File: src/design/gppe_pkg.sv
`timescale 1ns / 1ps
package gppe_pkg;

	localparam int unsigned COORD_W   = 16;
	localparam int unsigned PAYLOAD_W = 40;
	localparam int unsigned SEQ_W     = 32;
	localparam int unsigned ADDR_W    = 35;
	localparam int unsigned DIST_W    = 34;
	localparam int unsigned SQ_W      = 32;
	localparam int unsigned KIND_W    = 2;
	localparam int unsigned CFG_IDX_W = 1;
	localparam int unsigned CFG_DATA_W = 34;

	localparam logic [CFG_IDX_W-1:0] CFG_START_SEQ = 1'd0;
	localparam logic [CFG_IDX_W-1:0] CFG_NEAR_DIST = 1'd1;

	localparam logic [KIND_W-1:0] KIND_POINT  = 2'd0;
	localparam logic [KIND_W-1:0] KIND_REPEAT = 2'd1;
	localparam logic [KIND_W-1:0] KIND_END    = 2'd2;

	localparam logic [PAYLOAD_W-1:0] FLAG_START = 40'h80_0000_0000;
	localparam logic [PAYLOAD_W-1:0] FLAG_JUMP  = 40'h40_0000_0000;
	localparam logic [PAYLOAD_W-1:0] FLAG_END   = 40'h20_0000_0000;

	localparam logic [DIST_W-1:0] NEAR_DIST_RESET = 34'd100;

	typedef struct packed {
		logic [PAYLOAD_W-1:0] end_payload;
		logic [PAYLOAD_W-1:0] payload;
		logic                 pre_end;
		logic                 start_rep;
		logic                 post_end;
	} gppe_cmd_t;

	typedef enum logic [2:0] {
		ST_IDLE,
		ST_PRE,
		ST_POINT,
		ST_REP,
		ST_POST
	} gppe_step_t;

	function automatic logic [PAYLOAD_W-1:0] end_of(input logic [PAYLOAD_W-1:0] p);
		end_of = (p & ~(FLAG_START | FLAG_JUMP)) | FLAG_END;
	endfunction

endpackage

File: src/design/gppe_front.sv
`timescale 1ns / 1ps
module gppe_front
	import gppe_pkg::*;
(
	input  logic                  clk,
	input  logic                  arst_n,
	input  logic                  near_load,
	input  logic [DIST_W-1:0]     near_value,
	input  logic                  in_valid,
	output logic                  in_ready,
	input  logic [COORD_W-1:0]    in_x,
	input  logic [COORD_W-1:0]    in_y,
	input  logic                  in_path_first,
	input  logic                  in_path_last,
	input  logic                  in_drawing_last,
	output logic                  q_push,
	output gppe_cmd_t             q_data,
	input  logic                  q_full
);

	logic [DIST_W-1:0]    near_q;
	logic                 have_prev_q;
	logic                 awaiting_q;
	logic [COORD_W-1:0]   prev_x_q;
	logic [COORD_W-1:0]   prev_y_q;
	logic [PAYLOAD_W-1:0] prev_payload_q;

	logic                 v_s1;
	logic [COORD_W-1:0]   x_s1;
	logic [COORD_W-1:0]   y_s1;
	logic                 pf_s1;
	logic                 pl_s1;
	logic                 dl_s1;

	logic                 v_s2;
	logic [COORD_W-1:0]   x_s2;
	logic [COORD_W-1:0]   y_s2;
	logic                 pf_s2;
	logic                 pl_s2;
	logic                 dl_s2;
	logic                 eq_s2;
	logic [SQ_W-1:0]      dxsq_s2;
	logic [SQ_W-1:0]      dysq_s2;

	logic [COORD_W-1:0]   dx;
	logic [COORD_W-1:0]   dy;
	logic                 accept;
	logic                 adv1;
	logic                 fire2;
	logic                 dup;
	logic                 first_in;
	logic                 first_eff;
	logic                 near_pt;
	logic                 pre_end;
	logic                 near_hit;
	logic [SQ_W:0]        dist_sum;
	logic [PAYLOAD_W-1:0] payload;

	assign dx = (x_s1 >= prev_x_q) ? (x_s1 - prev_x_q) : (prev_x_q - x_s1);
	assign dy = (y_s1 >= prev_y_q) ? (y_s1 - prev_y_q) : (prev_y_q - y_s1);

	assign dup      = have_prev_q && eq_s2;
	assign fire2    = v_s2 && (dup || !q_full);
	assign q_push   = v_s2 && !dup && !q_full;
	assign adv1     = v_s1 && (!v_s2 || fire2);
	assign in_ready = !v_s1 && (!v_s2 || fire2);
	assign accept   = in_valid && in_ready;

	assign dist_sum = {1'b0, dxsq_s2} + {1'b0, dysq_s2};
	assign near_hit = DIST_W'(dist_sum) <= near_q;
	assign first_in = awaiting_q || pf_s2;

	always_comb begin
		first_eff = first_in;
		near_pt   = 1'b0;
		pre_end   = 1'b0;
		if (have_prev_q) begin
			if (!first_in) begin
				near_pt = near_hit;
			end else if (near_hit) begin
				first_eff = 1'b0;
			end else begin
				pre_end = 1'b1;
			end
		end
		payload = (PAYLOAD_W'(x_s2) << 1) | (PAYLOAD_W'(y_s2) << 21);
		if (first_eff) begin
			payload = payload | FLAG_START;
		end else if (!near_pt) begin
			payload = payload | FLAG_JUMP;
		end
	end

	assign q_data.end_payload = end_of(prev_payload_q);
	assign q_data.payload     = payload;
	assign q_data.pre_end     = pre_end;
	assign q_data.start_rep   = first_eff;
	assign q_data.post_end    = dl_s2;

	always_ff @(posedge clk or negedge arst_n) begin
		if (!arst_n) begin
			near_q         <= NEAR_DIST_RESET;
			have_prev_q    <= 1'b0;
			awaiting_q     <= 1'b1;
			prev_x_q       <= '0;
			prev_y_q       <= '0;
			prev_payload_q <= '0;
			v_s1           <= 1'b0;
			v_s2           <= 1'b0;
		end else begin
			if (near_load) begin
				near_q <= near_value;
			end
			if (accept) begin
				v_s1 <= 1'b1;
			end else if (adv1) begin
				v_s1 <= 1'b0;
			end
			if (adv1) begin
				v_s2 <= 1'b1;
			end else if (fire2) begin
				v_s2 <= 1'b0;
			end
			if (fire2) begin
				awaiting_q  <= pl_s2;
				have_prev_q <= have_prev_q | pl_s2;
				if (!dup) begin
					prev_x_q       <= x_s2;
					prev_y_q       <= y_s2;
					prev_payload_q <= payload;
				end
			end
		end
	end

	always_ff @(posedge clk) begin
		if (accept) begin
			x_s1  <= in_x;
			y_s1  <= in_y;
			pf_s1 <= in_path_first;
			pl_s1 <= in_path_last;
			dl_s1 <= in_drawing_last;
		end
		if (adv1) begin
			x_s2    <= x_s1;
			y_s2    <= y_s1;
			pf_s2   <= pf_s1;
			pl_s2   <= pl_s1;
			dl_s2   <= dl_s1;
			eq_s2   <= (x_s1 == prev_x_q) && (y_s1 == prev_y_q);
			dxsq_s2 <= SQ_W'(dx) * SQ_W'(dx);
			dysq_s2 <= SQ_W'(dy) * SQ_W'(dy);
		end
	end

endmodule

File: src/design/gppe_fifo.sv
`timescale 1ns / 1ps
module gppe_fifo
	import gppe_pkg::*;
#(
	parameter int unsigned DEPTH = 4
) (
	input  logic      clk,
	input  logic      arst_n,
	input  logic      push,
	input  gppe_cmd_t wr_data,
	output logic      full,
	input  logic      pop,
	output gppe_cmd_t rd_data,
	output logic      empty
);

	localparam int unsigned PTR_W = (DEPTH > 1) ? $clog2(DEPTH) : 1;
	localparam int unsigned CNT_W = $clog2(DEPTH + 1);

	gppe_cmd_t          mem [DEPTH];
	logic [PTR_W-1:0]   wr_ptr_q;
	logic [PTR_W-1:0]   rd_ptr_q;
	logic [CNT_W-1:0]   count_q;

	assign full    = count_q == CNT_W'(DEPTH);
	assign empty   = count_q == '0;
	assign rd_data = mem[rd_ptr_q];

	always_ff @(posedge clk or negedge arst_n) begin
		if (!arst_n) begin
			wr_ptr_q <= '0;
			rd_ptr_q <= '0;
			count_q  <= '0;
		end else begin
			if (push) begin
				wr_ptr_q <= (wr_ptr_q == PTR_W'(DEPTH - 1)) ? '0 : wr_ptr_q + 1'b1;
			end
			if (pop) begin
				rd_ptr_q <= (rd_ptr_q == PTR_W'(DEPTH - 1)) ? '0 : rd_ptr_q + 1'b1;
			end
			if (push && !pop) begin
				count_q <= count_q + 1'b1;
			end else if (pop && !push) begin
				count_q <= count_q - 1'b1;
			end
		end
	end

	always_ff @(posedge clk) begin
		if (push) begin
			mem[wr_ptr_q] <= wr_data;
		end
	end

	a_no_overflow: assert property (@(posedge clk) disable iff (!arst_n)
		push |-> !full) else $error("queue written while full");

	a_no_underflow: assert property (@(posedge clk) disable iff (!arst_n)
		pop |-> !empty) else $error("queue read while empty");

endmodule

File: src/design/gppe_back.sv
`timescale 1ns / 1ps
module gppe_back
	import gppe_pkg::*;
(
	input  logic                 clk,
	input  logic                 arst_n,
	input  logic                 seq_load,
	input  logic [SEQ_W-1:0]     seq_value,
	input  gppe_cmd_t            q_data,
	input  logic                 q_empty,
	output logic                 q_pop,
	output logic                 out_valid,
	input  logic                 out_ready,
	output logic [ADDR_W-1:0]    out_word_address,
	output logic [PAYLOAD_W-1:0] out_payload,
	output logic [KIND_W-1:0]    out_record_kind,
	output logic                 out_last
);

	gppe_step_t           state_q;
	gppe_step_t           state_d;
	gppe_cmd_t            cur_q;
	logic [SEQ_W-1:0]     seq_q;
	logic                 ov_q;
	logic [ADDR_W-1:0]    addr_q;
	logic [PAYLOAD_W-1:0] payload_q;
	logic [KIND_W-1:0]    kind_q;
	logic                 last_q;

	logic [PAYLOAD_W-1:0] rec_payload;
	logic [KIND_W-1:0]    rec_kind;
	logic                 rec_final;
	logic                 load;
	gppe_step_t           entry_step;
	gppe_step_t           after_step;

	always_comb begin
		rec_payload = '0;
		rec_kind    = KIND_POINT;
		rec_final   = 1'b0;
		case (state_q)
			ST_PRE: begin
				rec_payload = cur_q.end_payload;
				rec_kind    = KIND_END;
			end
			ST_POINT: begin
				rec_payload = cur_q.payload;
				rec_kind    = KIND_POINT;
				rec_final   = !cur_q.start_rep && !cur_q.post_end;
			end
			ST_REP: begin
				rec_payload = cur_q.payload & ~FLAG_START;
				rec_kind    = KIND_REPEAT;
				rec_final   = !cur_q.post_end;
			end
			ST_POST: begin
				rec_payload = end_of(cur_q.payload);
				rec_kind    = KIND_END;
				rec_final   = 1'b1;
			end
			default: begin
				rec_payload = '0;
			end
		endcase
	end

	assign load       = (state_q != ST_IDLE) && (!ov_q || out_ready);
	assign q_pop      = ((state_q == ST_IDLE) || (load && rec_final)) && !q_empty;
	assign entry_step = q_data.pre_end ? ST_PRE : ST_POINT;
	assign after_step = q_pop ? entry_step : ST_IDLE;

	always_comb begin
		state_d = state_q;
		case (state_q)
			ST_IDLE: begin
				if (q_pop) state_d = entry_step;
			end
			ST_PRE: begin
				if (load) state_d = ST_POINT;
			end
			ST_POINT: begin
				if (load) begin
					if (cur_q.start_rep) state_d = ST_REP;
					else if (cur_q.post_end) state_d = ST_POST;
					else state_d = after_step;
				end
			end
			ST_REP: begin
				if (load) state_d = cur_q.post_end ? ST_POST : after_step;
			end
			ST_POST: begin
				if (load) state_d = after_step;
			end
			default: begin
				state_d = ST_IDLE;
			end
		endcase
	end

	always_ff @(posedge clk or negedge arst_n) begin
		if (!arst_n) begin
			state_q <= ST_IDLE;
			seq_q   <= '0;
			ov_q    <= 1'b0;
		end else begin
			state_q <= state_d;
			if (seq_load) begin
				seq_q <= seq_value;
			end else if (load) begin
				seq_q <= seq_q + 1'b1;
			end
			if (load) begin
				ov_q <= 1'b1;
			end else if (out_ready) begin
				ov_q <= 1'b0;
			end
		end
	end

	always_ff @(posedge clk) begin
		if (q_pop) begin
			cur_q <= q_data;
		end
		if (load) begin
			addr_q    <= {seq_q, 3'b000};
			payload_q <= rec_payload;
			kind_q    <= rec_kind;
			last_q    <= rec_final;
		end
	end

	assign out_valid        = ov_q;
	assign out_word_address = addr_q;
	assign out_payload      = payload_q;
	assign out_record_kind  = kind_q;
	assign out_last         = last_q;

	a_seq_advance: assert property (@(posedge clk) disable iff (!arst_n)
		(load && !seq_load) |=> (seq_q == $past(seq_q) + 1'b1))
		else $error("sequence did not advance by one record");

	a_pre_step: assert property (@(posedge clk) disable iff (!arst_n)
		(state_q == ST_PRE) |-> cur_q.pre_end)
		else $error("join end record without a far join");

	a_rep_step: assert property (@(posedge clk) disable iff (!arst_n)
		(state_q == ST_REP) |-> cur_q.start_rep)
		else $error("start repeat without a start point");

endmodule

File: src/design/galvo_path_point_encoder.sv
`timescale 1ns / 1ps
// Galvo path point encoder.
// Slave stream: one path point per transaction. tdata = x[15:0], y[31:16];
// tlast = path_last; tuser[0] = path_first, tuser[1] = drawing_last.
// Master stream: one marking record per transaction. tdata = word_address
// [34:0], payload [74:35], zero pad [79:75]; tuser = record_kind; tlast is
// set on the final record caused by a point.
// Configuration: cfg_we with cfg_index 0 loads start_sequence (and the
// record counter), index 1 loads near_distance_sq. Write only while idle.
// A point passes a two-stage classifier (distance squares, then compare and
// flag decisions), is queued, and a record sequencer emits its records.
// Throughput: the classifier takes no new point while its first stage holds
// one; the sequencer sends one record per cycle while the receiver is ready,
// 1 to 4 records per point. A duplicate point emits nothing.
// Reset clears the queue and the path state, sets the counter to 0 and the
// near distance to 100. When the receiver stalls, the output register
// holds its record, the queue fills, and then tready drops.
module galvo_path_point_encoder
	import gppe_pkg::*;
#(
	parameter int unsigned QUEUE_DEPTH = 4
) (
	input  logic                  clk,
	input  logic                  arst_n,
	input  logic                  cfg_we,
	input  logic [CFG_IDX_W-1:0]  cfg_index,
	input  logic [CFG_DATA_W-1:0] cfg_wdata,
	input  logic                  s_axis_tvalid,
	output logic                  s_axis_tready,
	input  logic [31:0]           s_axis_tdata,  // x, y
	input  logic                  s_axis_tlast,
	input  logic [1:0]            s_axis_tuser,  // path_first, drawing_last
	output logic                  m_axis_tvalid,
	input  logic                  m_axis_tready,
	output logic [79:0]           m_axis_tdata,  // word_address, payload, pad
	output logic                  m_axis_tlast,
	output logic [KIND_W-1:0]     m_axis_tuser   // record_kind
);

	gppe_cmd_t            push_data;
	gppe_cmd_t            pop_data;
	logic                 push;
	logic                 pop;
	logic                 full;
	logic                 empty;
	logic [ADDR_W-1:0]    word_address;
	logic [PAYLOAD_W-1:0] payload;

	gppe_front u_front (
		.clk             (clk),
		.arst_n          (arst_n),
		.near_load       (cfg_we && (cfg_index == CFG_NEAR_DIST)),
		.near_value      (cfg_wdata[DIST_W-1:0]),
		.in_valid        (s_axis_tvalid),
		.in_ready        (s_axis_tready),
		.in_x            (s_axis_tdata[15:0]),
		.in_y            (s_axis_tdata[31:16]),
		.in_path_first   (s_axis_tuser[0]),
		.in_path_last    (s_axis_tlast),
		.in_drawing_last (s_axis_tuser[1]),
		.q_push          (push),
		.q_data          (push_data),
		.q_full          (full)
	);

	gppe_fifo #(
		.DEPTH (QUEUE_DEPTH)
	) u_fifo (
		.clk     (clk),
		.arst_n  (arst_n),
		.push    (push),
		.wr_data (push_data),
		.full    (full),
		.pop     (pop),
		.rd_data (pop_data),
		.empty   (empty)
	);

	gppe_back u_back (
		.clk              (clk),
		.arst_n           (arst_n),
		.seq_load         (cfg_we && (cfg_index == CFG_START_SEQ)),
		.seq_value        (cfg_wdata[SEQ_W-1:0]),
		.q_data           (pop_data),
		.q_empty          (empty),
		.q_pop            (pop),
		.out_valid        (m_axis_tvalid),
		.out_ready        (m_axis_tready),
		.out_word_address (word_address),
		.out_payload      (payload),
		.out_record_kind  (m_axis_tuser),
		.out_last         (m_axis_tlast)
	);

	assign m_axis_tdata = {5'b00000, payload, word_address};

endmodule
File: config.mk
export PLATFORM = sky130hd
export DESIGN_NAME = galvo_path_point_encoder
export DESIGN_NICKNAME = d
export VERILOG_FILES = /design/src/design/gppe_pkg.sv /design/src/design/gppe_front.sv /design/src/design/gppe_fifo.sv /design/src/design/gppe_back.sv /design/src/design/galvo_path_point_encoder.sv
export SDC_FILE = /design/constraint.sdc
export NUM_CORES = 2
export LEC_CHECK = 0
export BUFFER_PORTS_ARGS = -buffer_cell sky130_fd_sc_hd__buf_2
export CAP_MARGIN = 20
export CORE_MARGIN = 3
export CORE_UTILIZATION = 57
export CTS_CLUSTER_DIAMETER = 120
export DETAILED_ROUTE_END_ITERATION = 16
export PLACE_DENSITY = 0.79
export SYNTH_ARGS = -nofsm -noshare
export SYNTH_HDL_FRONTEND = slang
export SYNTH_SLANG_ARGS = --single-unit
File: constraint.sdc
create_clock -name clk -period 8 [get_ports clk]
set_clock_uncertainty 0.1 [all_clocks]
set_input_delay 1.6 -clock clk [delete_from_list [all_inputs] [get_ports clk]]
set_output_delay 1.6 -clock clk [all_outputs]
set_load 0.02 [all_outputs]
=== Yosys cells after proc, flatten, opt, wreduce, memory -nomap -nowiden ===
Memories as Yosys holds them, arrays and structs flattened.
Cells that the tools add are included.
W data, S select, Z words.

* Muxes and demuxes: 37
* Equality and inequality tests: 14
* Reductions and logical operators: 42
* Magnitude comparators: 3
* Add/sub/neg operators: 10
* Multipliers: 2
* Bitwise logic cells: 4

{| class="wikitable"
|+ Operator list
! kind !! count
|-
| $pmux W40 S4 || 1
|-
| $mul A16 B16 Y32 || 2
|-
| $mux W32 || 2
|-
| $sub A16 B16 Y16 || 4
|-
| $mux W40 || 1
|-
| $mux W39 || 1
|-
| $or A17 B37 Y37 || 1
|-
| $le A33 B34 Y1 || 1
|-
| $add A32 B32 Y33 || 1
|-
| $add A32 B1 Y32 const B || 1
|-
| $eq A16 B16 Y1 || 2
|-
| $ge A16 B16 Y1 || 2
|-
| $mux W16 || 2
|-
| $mux W3 || 10
|-
| $logic_and A1 B1 Y1 || 16
|-
| $pmux W3 S5 || 1
|-
| $mux W1 || 14
|-
| $logic_not A1 Y1 || 10
|-
| $ne A2 B1 Y1 const B || 5
|-
| $reduce_bool A2 Y1 || 5
|-
| $eq A3 B2 Y1 const B || 2
|-
| $eq A3 B3 Y1 const B || 2
|-
| $logic_not A3 Y1 || 2
|-
| $mux W2 || 3
|-
| 14 further kinds || 21
|}

* Logic and storage cells: 148
* Memories: 1
* Bits in writable memories: 320
* Flip-flop bits (word level): 442
* Input bits: 75

{| class="wikitable"
|+ Memory list
! name !! words !! bits a word !! rd ports !! clocked after memory_dff !! write ports !! line !! text
|-
| u_fifo.mem || 4 || 80 || 1 || 0 || 1 || gppe_fifo.sv:20 || <nowiki>gppe_cmd_t mem [DEPTH];</nowiki>
|}

=== Depth between registers and ports, before layout ===
* Word-level depth: 11
* Depth in mapped cells: 37
* Depth with buffers taken out: 36

=== Cells and area by module ===
A second synthesis with hierarchy kept.

* Cells, all modules: 3,669
* Area total of the unflattened synthesis: 45,673.8 um2

{| class="wikitable"
|+ Modules (own cells, without submodules)
! module !! cells each !! area each (um2) !! instances
|-
| gppe_front || 2,725 || 25,859.8 || 1
|-
| gppe_fifo || 471 || 12,439.4 || 1
|-
| gppe_back || 465 || 7,317.0 || 1
|-
| galvo_path_point_encoder || 8 || 57.6 || 1
|}

=== Least setup slack after synthesis ===
No wires, ideal clock.

* Kind: register -> register
* From: register u_front.prev_x_q[13]
* To: register u_front.dxsq_s2[31], data pin
* Clock period less this slack: 8,727 ps
* Required time: 7,641 ps
* Setup slack: -727 ps
* Library setup time: 259 ps
* Arrival time: 8,367 ps
* Stages on the path, launching flop included: 34
* Cells stage by stage: dfrtp_1 -> inv_1 -> ha_1 -> buf_4 -> nand4_2 -> or3_1 -> or3_1 -> buf_2 -> nand3_2 -> buf_2 -> mux2i_1 -> xor2_1 -> clkbuf_1 -> nand2_1 -> fa_1 -> inv_1 -> fa_1 -> fa_1 -> fa_1 -> fa_1 -> inv_1 -> fa_1 -> inv_1 -> ha_1 -> clkbuf_1 -> a21oi_1 -> o21ai_0 -> nand2b_1 -> and3_1 -> a221oi_1 -> o211ai_1 -> a211o_1 -> a21oi_1 -> xnor2_1

* Cells in the longest elaborated chain, start to end: 3

{| class="wikitable"
|+ RTL lines
! item !! line !! text
|-
| from (decl) || gppe_front.sv:24 || <nowiki>logic [COORD_W-1:0] prev_x_q;</nowiki>
|-
| from (signal assigned) || gppe_front.sv:128 || <nowiki>prev_x_q <= x_s2;</nowiki>
|-
| $sub A16 B16 Y16 or $ge A16 B16 Y1 (tied branches) || gppe_front.sv:59 || <nowiki>assign dx = (x_s1 >= prev_x_q) ? (x_s1 - prev_x_q) : (prev_x_q - x_s1);</nowiki>
|-
| $mux W16 (*) || gppe_front.sv:59 ||
|-
| $mul A16 B16 Y32 (*) || gppe_front.sv:151 || <nowiki>dxsq_s2 <= SQ_W'(dx) * SQ_W'(dx);</nowiki>
|-
| to (signal assigned) || gppe_front.sv:151 ||
|-
| to (decl) || gppe_front.sv:42 || <nowiki>logic [SQ_W-1:0] dxsq_s2;</nowiki>
|}

Every way passes the cells marked *; elsewhere a longest branch is shown, timed or not.
A chain may end at the register's enable or synchronous reset.

=== Worst setup path in the final report ===
* From: register u_front.y_s1[0]
* To: register u_front.dysq_s2[30], data pin

* Cells in the longest elaborated chain, start to end: 3

{| class="wikitable"
|+ RTL lines
! item !! line !! text
|-
| from (decl) || gppe_front.sv:30 || <nowiki>logic [COORD_W-1:0] y_s1;</nowiki>
|-
| from (signal assigned) || gppe_front.sv:139 || <nowiki>y_s1 <= in_y;</nowiki>
|-
| $sub A16 B16 Y16 or $ge A16 B16 Y1 (tied branches) || gppe_front.sv:60 || <nowiki>assign dy = (y_s1 >= prev_y_q) ? (y_s1 - prev_y_q) : (prev_y_q - y_s1);</nowiki>
|-
| $mux W16 (*) || gppe_front.sv:60 ||
|-
| $mul A16 B16 Y32 (*) || gppe_front.sv:152 || <nowiki>dysq_s2 <= SQ_W'(dy) * SQ_W'(dy);</nowiki>
|-
| to (signal assigned) || gppe_front.sv:152 ||
|-
| to (decl) || gppe_front.sv:43 || <nowiki>logic [SQ_W-1:0] dysq_s2;</nowiki>
|}

Marked as above.

==> results.txt <==
The worst hold path endpoint is u_front.pf_s2. The reg-to-reg setup timing slack is -0.50 ns. The instance count of the mapped netlist is ~3600. The remaining global-route overflow is 0. The async set-or-reset flop fraction in the synthesized netlist came out at 0.173. The largest total area in the synthesized netlist belongs to sky130_fd_sc_hd__edfxtp_1. The number of hold-slack violations in the final timing report came out at 0. The number of hold buffers added after CTS came out at 0. The commonest cells after synthesis are 591 x sky130_fd_sc_hd__inv_1, 542 x sky130_fd_sc_hd__edfxtp_1, 329 x sky130_fd_sc_hd__fa_1, 329 x sky130_fd_sc_hd__ha_1, 282 x sky130_fd_sc_hd__nand2_1. Setup repair after global routing could not meet its margin everywhere. Counting stages on the worst path, the most repeated cell is sky130_fd_sc_hd__fa_1. The number of warnings reported in the yosys synthesis log is 0. The count of placed standard cells in the final layout, fillers left out came out at approximately 5200. The wire-length estimate of the detail-placed layout is 77600 um. The number of DRC violations after detailed-routing iteration 0 came out at 2651. The final reports fail on setup timing. Among all cell types in the netlist, the one instantiated most often is sky130_fd_sc_hd__inv_1. The row count is 99.

The CTS tree is built. Sorting the synthesized cells by area gives the leading types as sky130_fd_sc_hd__edfxtp_1 38%, sky130_fd_sc_hd__fa_1 15%, sky130_fd_sc_hd__ha_1 9.6%. The maximum number of pins on one net before global-route repair came out at 75. The die width came out at 280 um. The instance area after placement is about 0.048 mm2. The number of violations of the max-capacitance limit is 0. The fraction of synthesized cell area taken by the top area cell type came out at 0.380. For this run, the register share of the synthesized area comes to 0.446.

The synthesized area per cell came out at 12.1 um2. The startpoint identified for the worst hold timing path is u_front.pf_s1. The portion of the clock cycle consumed by the worst path in the final layout is 1.06. Synthesis inferred around 660 register bits. The cell chosen for the clock root is sky130_fd_sc_hd__clkbuf_16. The worst setup slack after layout came out at -0.497 ns. The worst hold slack across all endpoints is around 0.33 ns. In this run the standard cell core region covers roughly 0.074 mm2. The highest achievable clock rate came out at 118 MHz. The final critical delay including setup and external delays is 8.50 ns.

The weighted congestion at the end of routability-driven global placement came out at roughly 0.96. The adder-cell share of the synthesized area came out at 0.250. The critical path arrival came out at 8.75 ns. STA classifies the critical path startpoint as a register. For the worst-skew pair, the clock arrives at the later sink with an insertion delay of 0.63 ns.

The layout-stage area growth over the synthesis result is 22.6%. On the worst path, the slowest cell contributes a delay of 0.64 ns. After synthesis, the largest family of logic cells by area is adder cells.

The die covers 0.0785 mm2. The number of clock sinks seen by CTS came out at roughly 660. Setup violations remaining at the end of the flow were counted as 27.

The effective utilization at floorplan came out at 0.581. The multiplexer fraction of the synthesized cell area came out at 0.0509. The normalized max-slew margin is 0.264. The most used flip-flop cell after synthesis is sky130_fd_sc_hd__edfxtp_1.

The number of I/O pins is between 150 and 200. The run finished, with violations left. The setup path with the least slack is of type reg -> reg. The maximum clock insertion buffer count came out at 3.

The layout net count came out at 4950. The xor and xnor area share after synthesis came out at 0.0325. The count of unique library cells instantiated by Yosys is a little over 80. The clock transition at the register clock pins on the worst setup and hold paths after CTS is approximately 0.07 ns. The simple logic cell fraction of the synthesized area came out at 0.0761. At the pin with the least slew margin, the transition time is approximately 1.1 ns. The final layout contains routed wiring with a total length of ~110000 um. The endpoint identified for the worst register-to-register timing path is u_front.dysq_s2[30]. The worst hold path belongs to the class reg -> reg. The synthesized cell area came out at 0.0428 mm2. The highest fanout seen on the critical path came out at 8. The via count is 29800. The data required time of the critical path is 8.26 ns. The number of global-route vias before repair came out at around 31000. The global-route wire length before repair came out at 171000 um.

CTS built an H-tree with a depth of 3. The worst setup path is captured at a register. The number of CTS-inserted buffers came out at about 70. The post-route standard cell area excluding fillers is 0.0525 mm2. The worst-case setup slack after placement is -0.521 ns. Once detail routing completed, the nets flagged for antenna violations numbered 0. The critical register-to-register path startpoint is u_front.y_s1[0].

After detailed routing, the number of remaining DRC violations is 0. The slowest stage of the critical path is the sky130_fd_sc_hd__fa_2 cell. The area fraction in compound gates after synthesis came out at 0.0795. For the worst flop-to-flop path, the logic depth is 31. The share of final-layout standard cells stronger than drive strength 1 is 0.287. The number of enable-type register cells in the synthesized netlist is 542. The average wire per cell in the routed design is 21.0 um.

The final-report max-slew violation count is 0. The vertical die dimension came out at 280 um. In this run the tool buffered the top-level ports with 146 buffer cells. Dividing the detail-routed via count by the number of cells gives 5.71. The total iterations of the first detailed-routing run came out at 6. The initial antenna violation count came out at 3.

In this run, placement finished with an instance count of 5016. The cell count of the worst hold path came out at 0. In the global route stage, overall resource usage came out at 0.281.
[kinds of logic (layout without fill, tap and decap cells)]
| logic type | count (synthesis) | after routing |
|---|---|---|
| muxes | 127 | 127 |
| AOI/OAI and AO/OA | 529 | 529 |
| and+or+nand+nor | 713 | 714 |
| xor gates and xnor gates | 155 | 155 |
| other | 1 | 14 |
| adders and majority gates | 658 | 658 |
| DFF | 655 | 655 |
| buffers and inverters | 713 | 1420 |
[worst max-delay path: cells and delay by family (launching register included)]
kind	cells	cell delay [ns]
AND/OR/NAND/NOR	5	1.19
adder cells (fa/ha/maj)	9	3.79
flip-flops	1	0.39
XOR/XNOR	2	0.26
AO/OA/AOI/OAI	9	1.98
buffers and inverters	6	0.49
[sequential cells by signal, indices dropped and copies added (netlist names), 15 cells and up]
signal                   flops
u_front.near_q              34
u_front.prev_y_q            16
u_back.cur_q                67
u_fifo.mem                 272
u_front.dxsq_s2             31
u_front.dysq_s2             31
u_front.prev_x_q            15
u_front.x_s1                16
u_back.out_payload          35
u_front.x_s2                16
u_back.out_word_address     32
u_back.seq_q                32
u_front.y_s1                16
u_front.y_s2                16
[timing repair]
item                                    CTS  global route
endpoints found under the setup margin   31            37
gates resized for setup                 149           160
buffers inserted                         51            44
endpoints found under the hold margin     0             0
cloned                                    1             0
pin swaps                               125           147
[layer usage]
| metal | vias up | global-route usage | part of all wire |
|---|---|---|---|
| li1 | 13400 | - | - |
| met2 | 1179 | 0.483 | 0.51 |
| met1 | 15000 | 0.367 | 0.39 |
| met4 | 2 | 0.102 | 0.037 |
| met3 | 253 | 0.0390 | 0.065 |
| met5 | - | 0 | 0.00012 |
[cell usage in the layout (no fill, tap or decap), types with 68 or more instances in the layout]
cell type and count:
sky130_fd_sc_hd__inv_1 548, sky130_fd_sc_hd__edfxtp_1 542, sky130_fd_sc_hd__buf_4 510, sky130_fd_sc_hd__fa_1 311
sky130_fd_sc_hd__ha_1 297, sky130_fd_sc_hd__nand2_1 260, sky130_fd_sc_hd__nor2_1 171, sky130_fd_sc_hd__buf_2 145
sky130_fd_sc_hd__a21oi_1 115, sky130_fd_sc_hd__o21ai_0 113, sky130_fd_sc_hd__dfrtp_1 107, sky130_fd_sc_hd__a21o_1 77
sky130_fd_sc_hd__xnor2_1 70, sky130_fd_sc_hd__clkbuf_16 69, sky130_fd_sc_hd__mux4_2 68
[through the flow]
stage,utilization,setup TNS (ns)
floorplan,-,-1.31
global placement,0.654,-4.88
detailed placement,0.654,-7.11
CTS,0.699,-3.74
global route,0.712,-17.45
finish,0.712,-7.65
[area by class of cell]
class,instances,area (um2)
well taps,959,1200
fillers,4614,21200
multi-input cells,2196,22600
flip-flops and latches,655,19100
diodes,1,2.50
clock inverters,45,432
repair buffers,695,5090
inverters,600,2260
clock buffers,80,1790
[worst max path at each step]
stage / start / end / slack, ns / cells after the start
floorplan: u_front.prev_x_q[12] / u_front.dxsq_s2[31] / -0.32 / 35
global placement: u_front.y_s1[0] / u_front.dysq_s2[30] / -0.38 / 30
detailed placement: u_front.x_s1[9] / u_front.dxsq_s2[27] / -0.52 / 31
CTS: u_front.y_s1[0] / u_front.dysq_s2[30] / -0.44 / 32
global route: u_front.y_s1[0] / u_front.dysq_s2[30] / -0.82 / 31
finish: u_front.y_s1[0] / u_front.dysq_s2[30] / -0.50 / 31
Power is not shown: default switching activity piles up to over one toggle a cycle in this logic, so the estimate is an artifact.
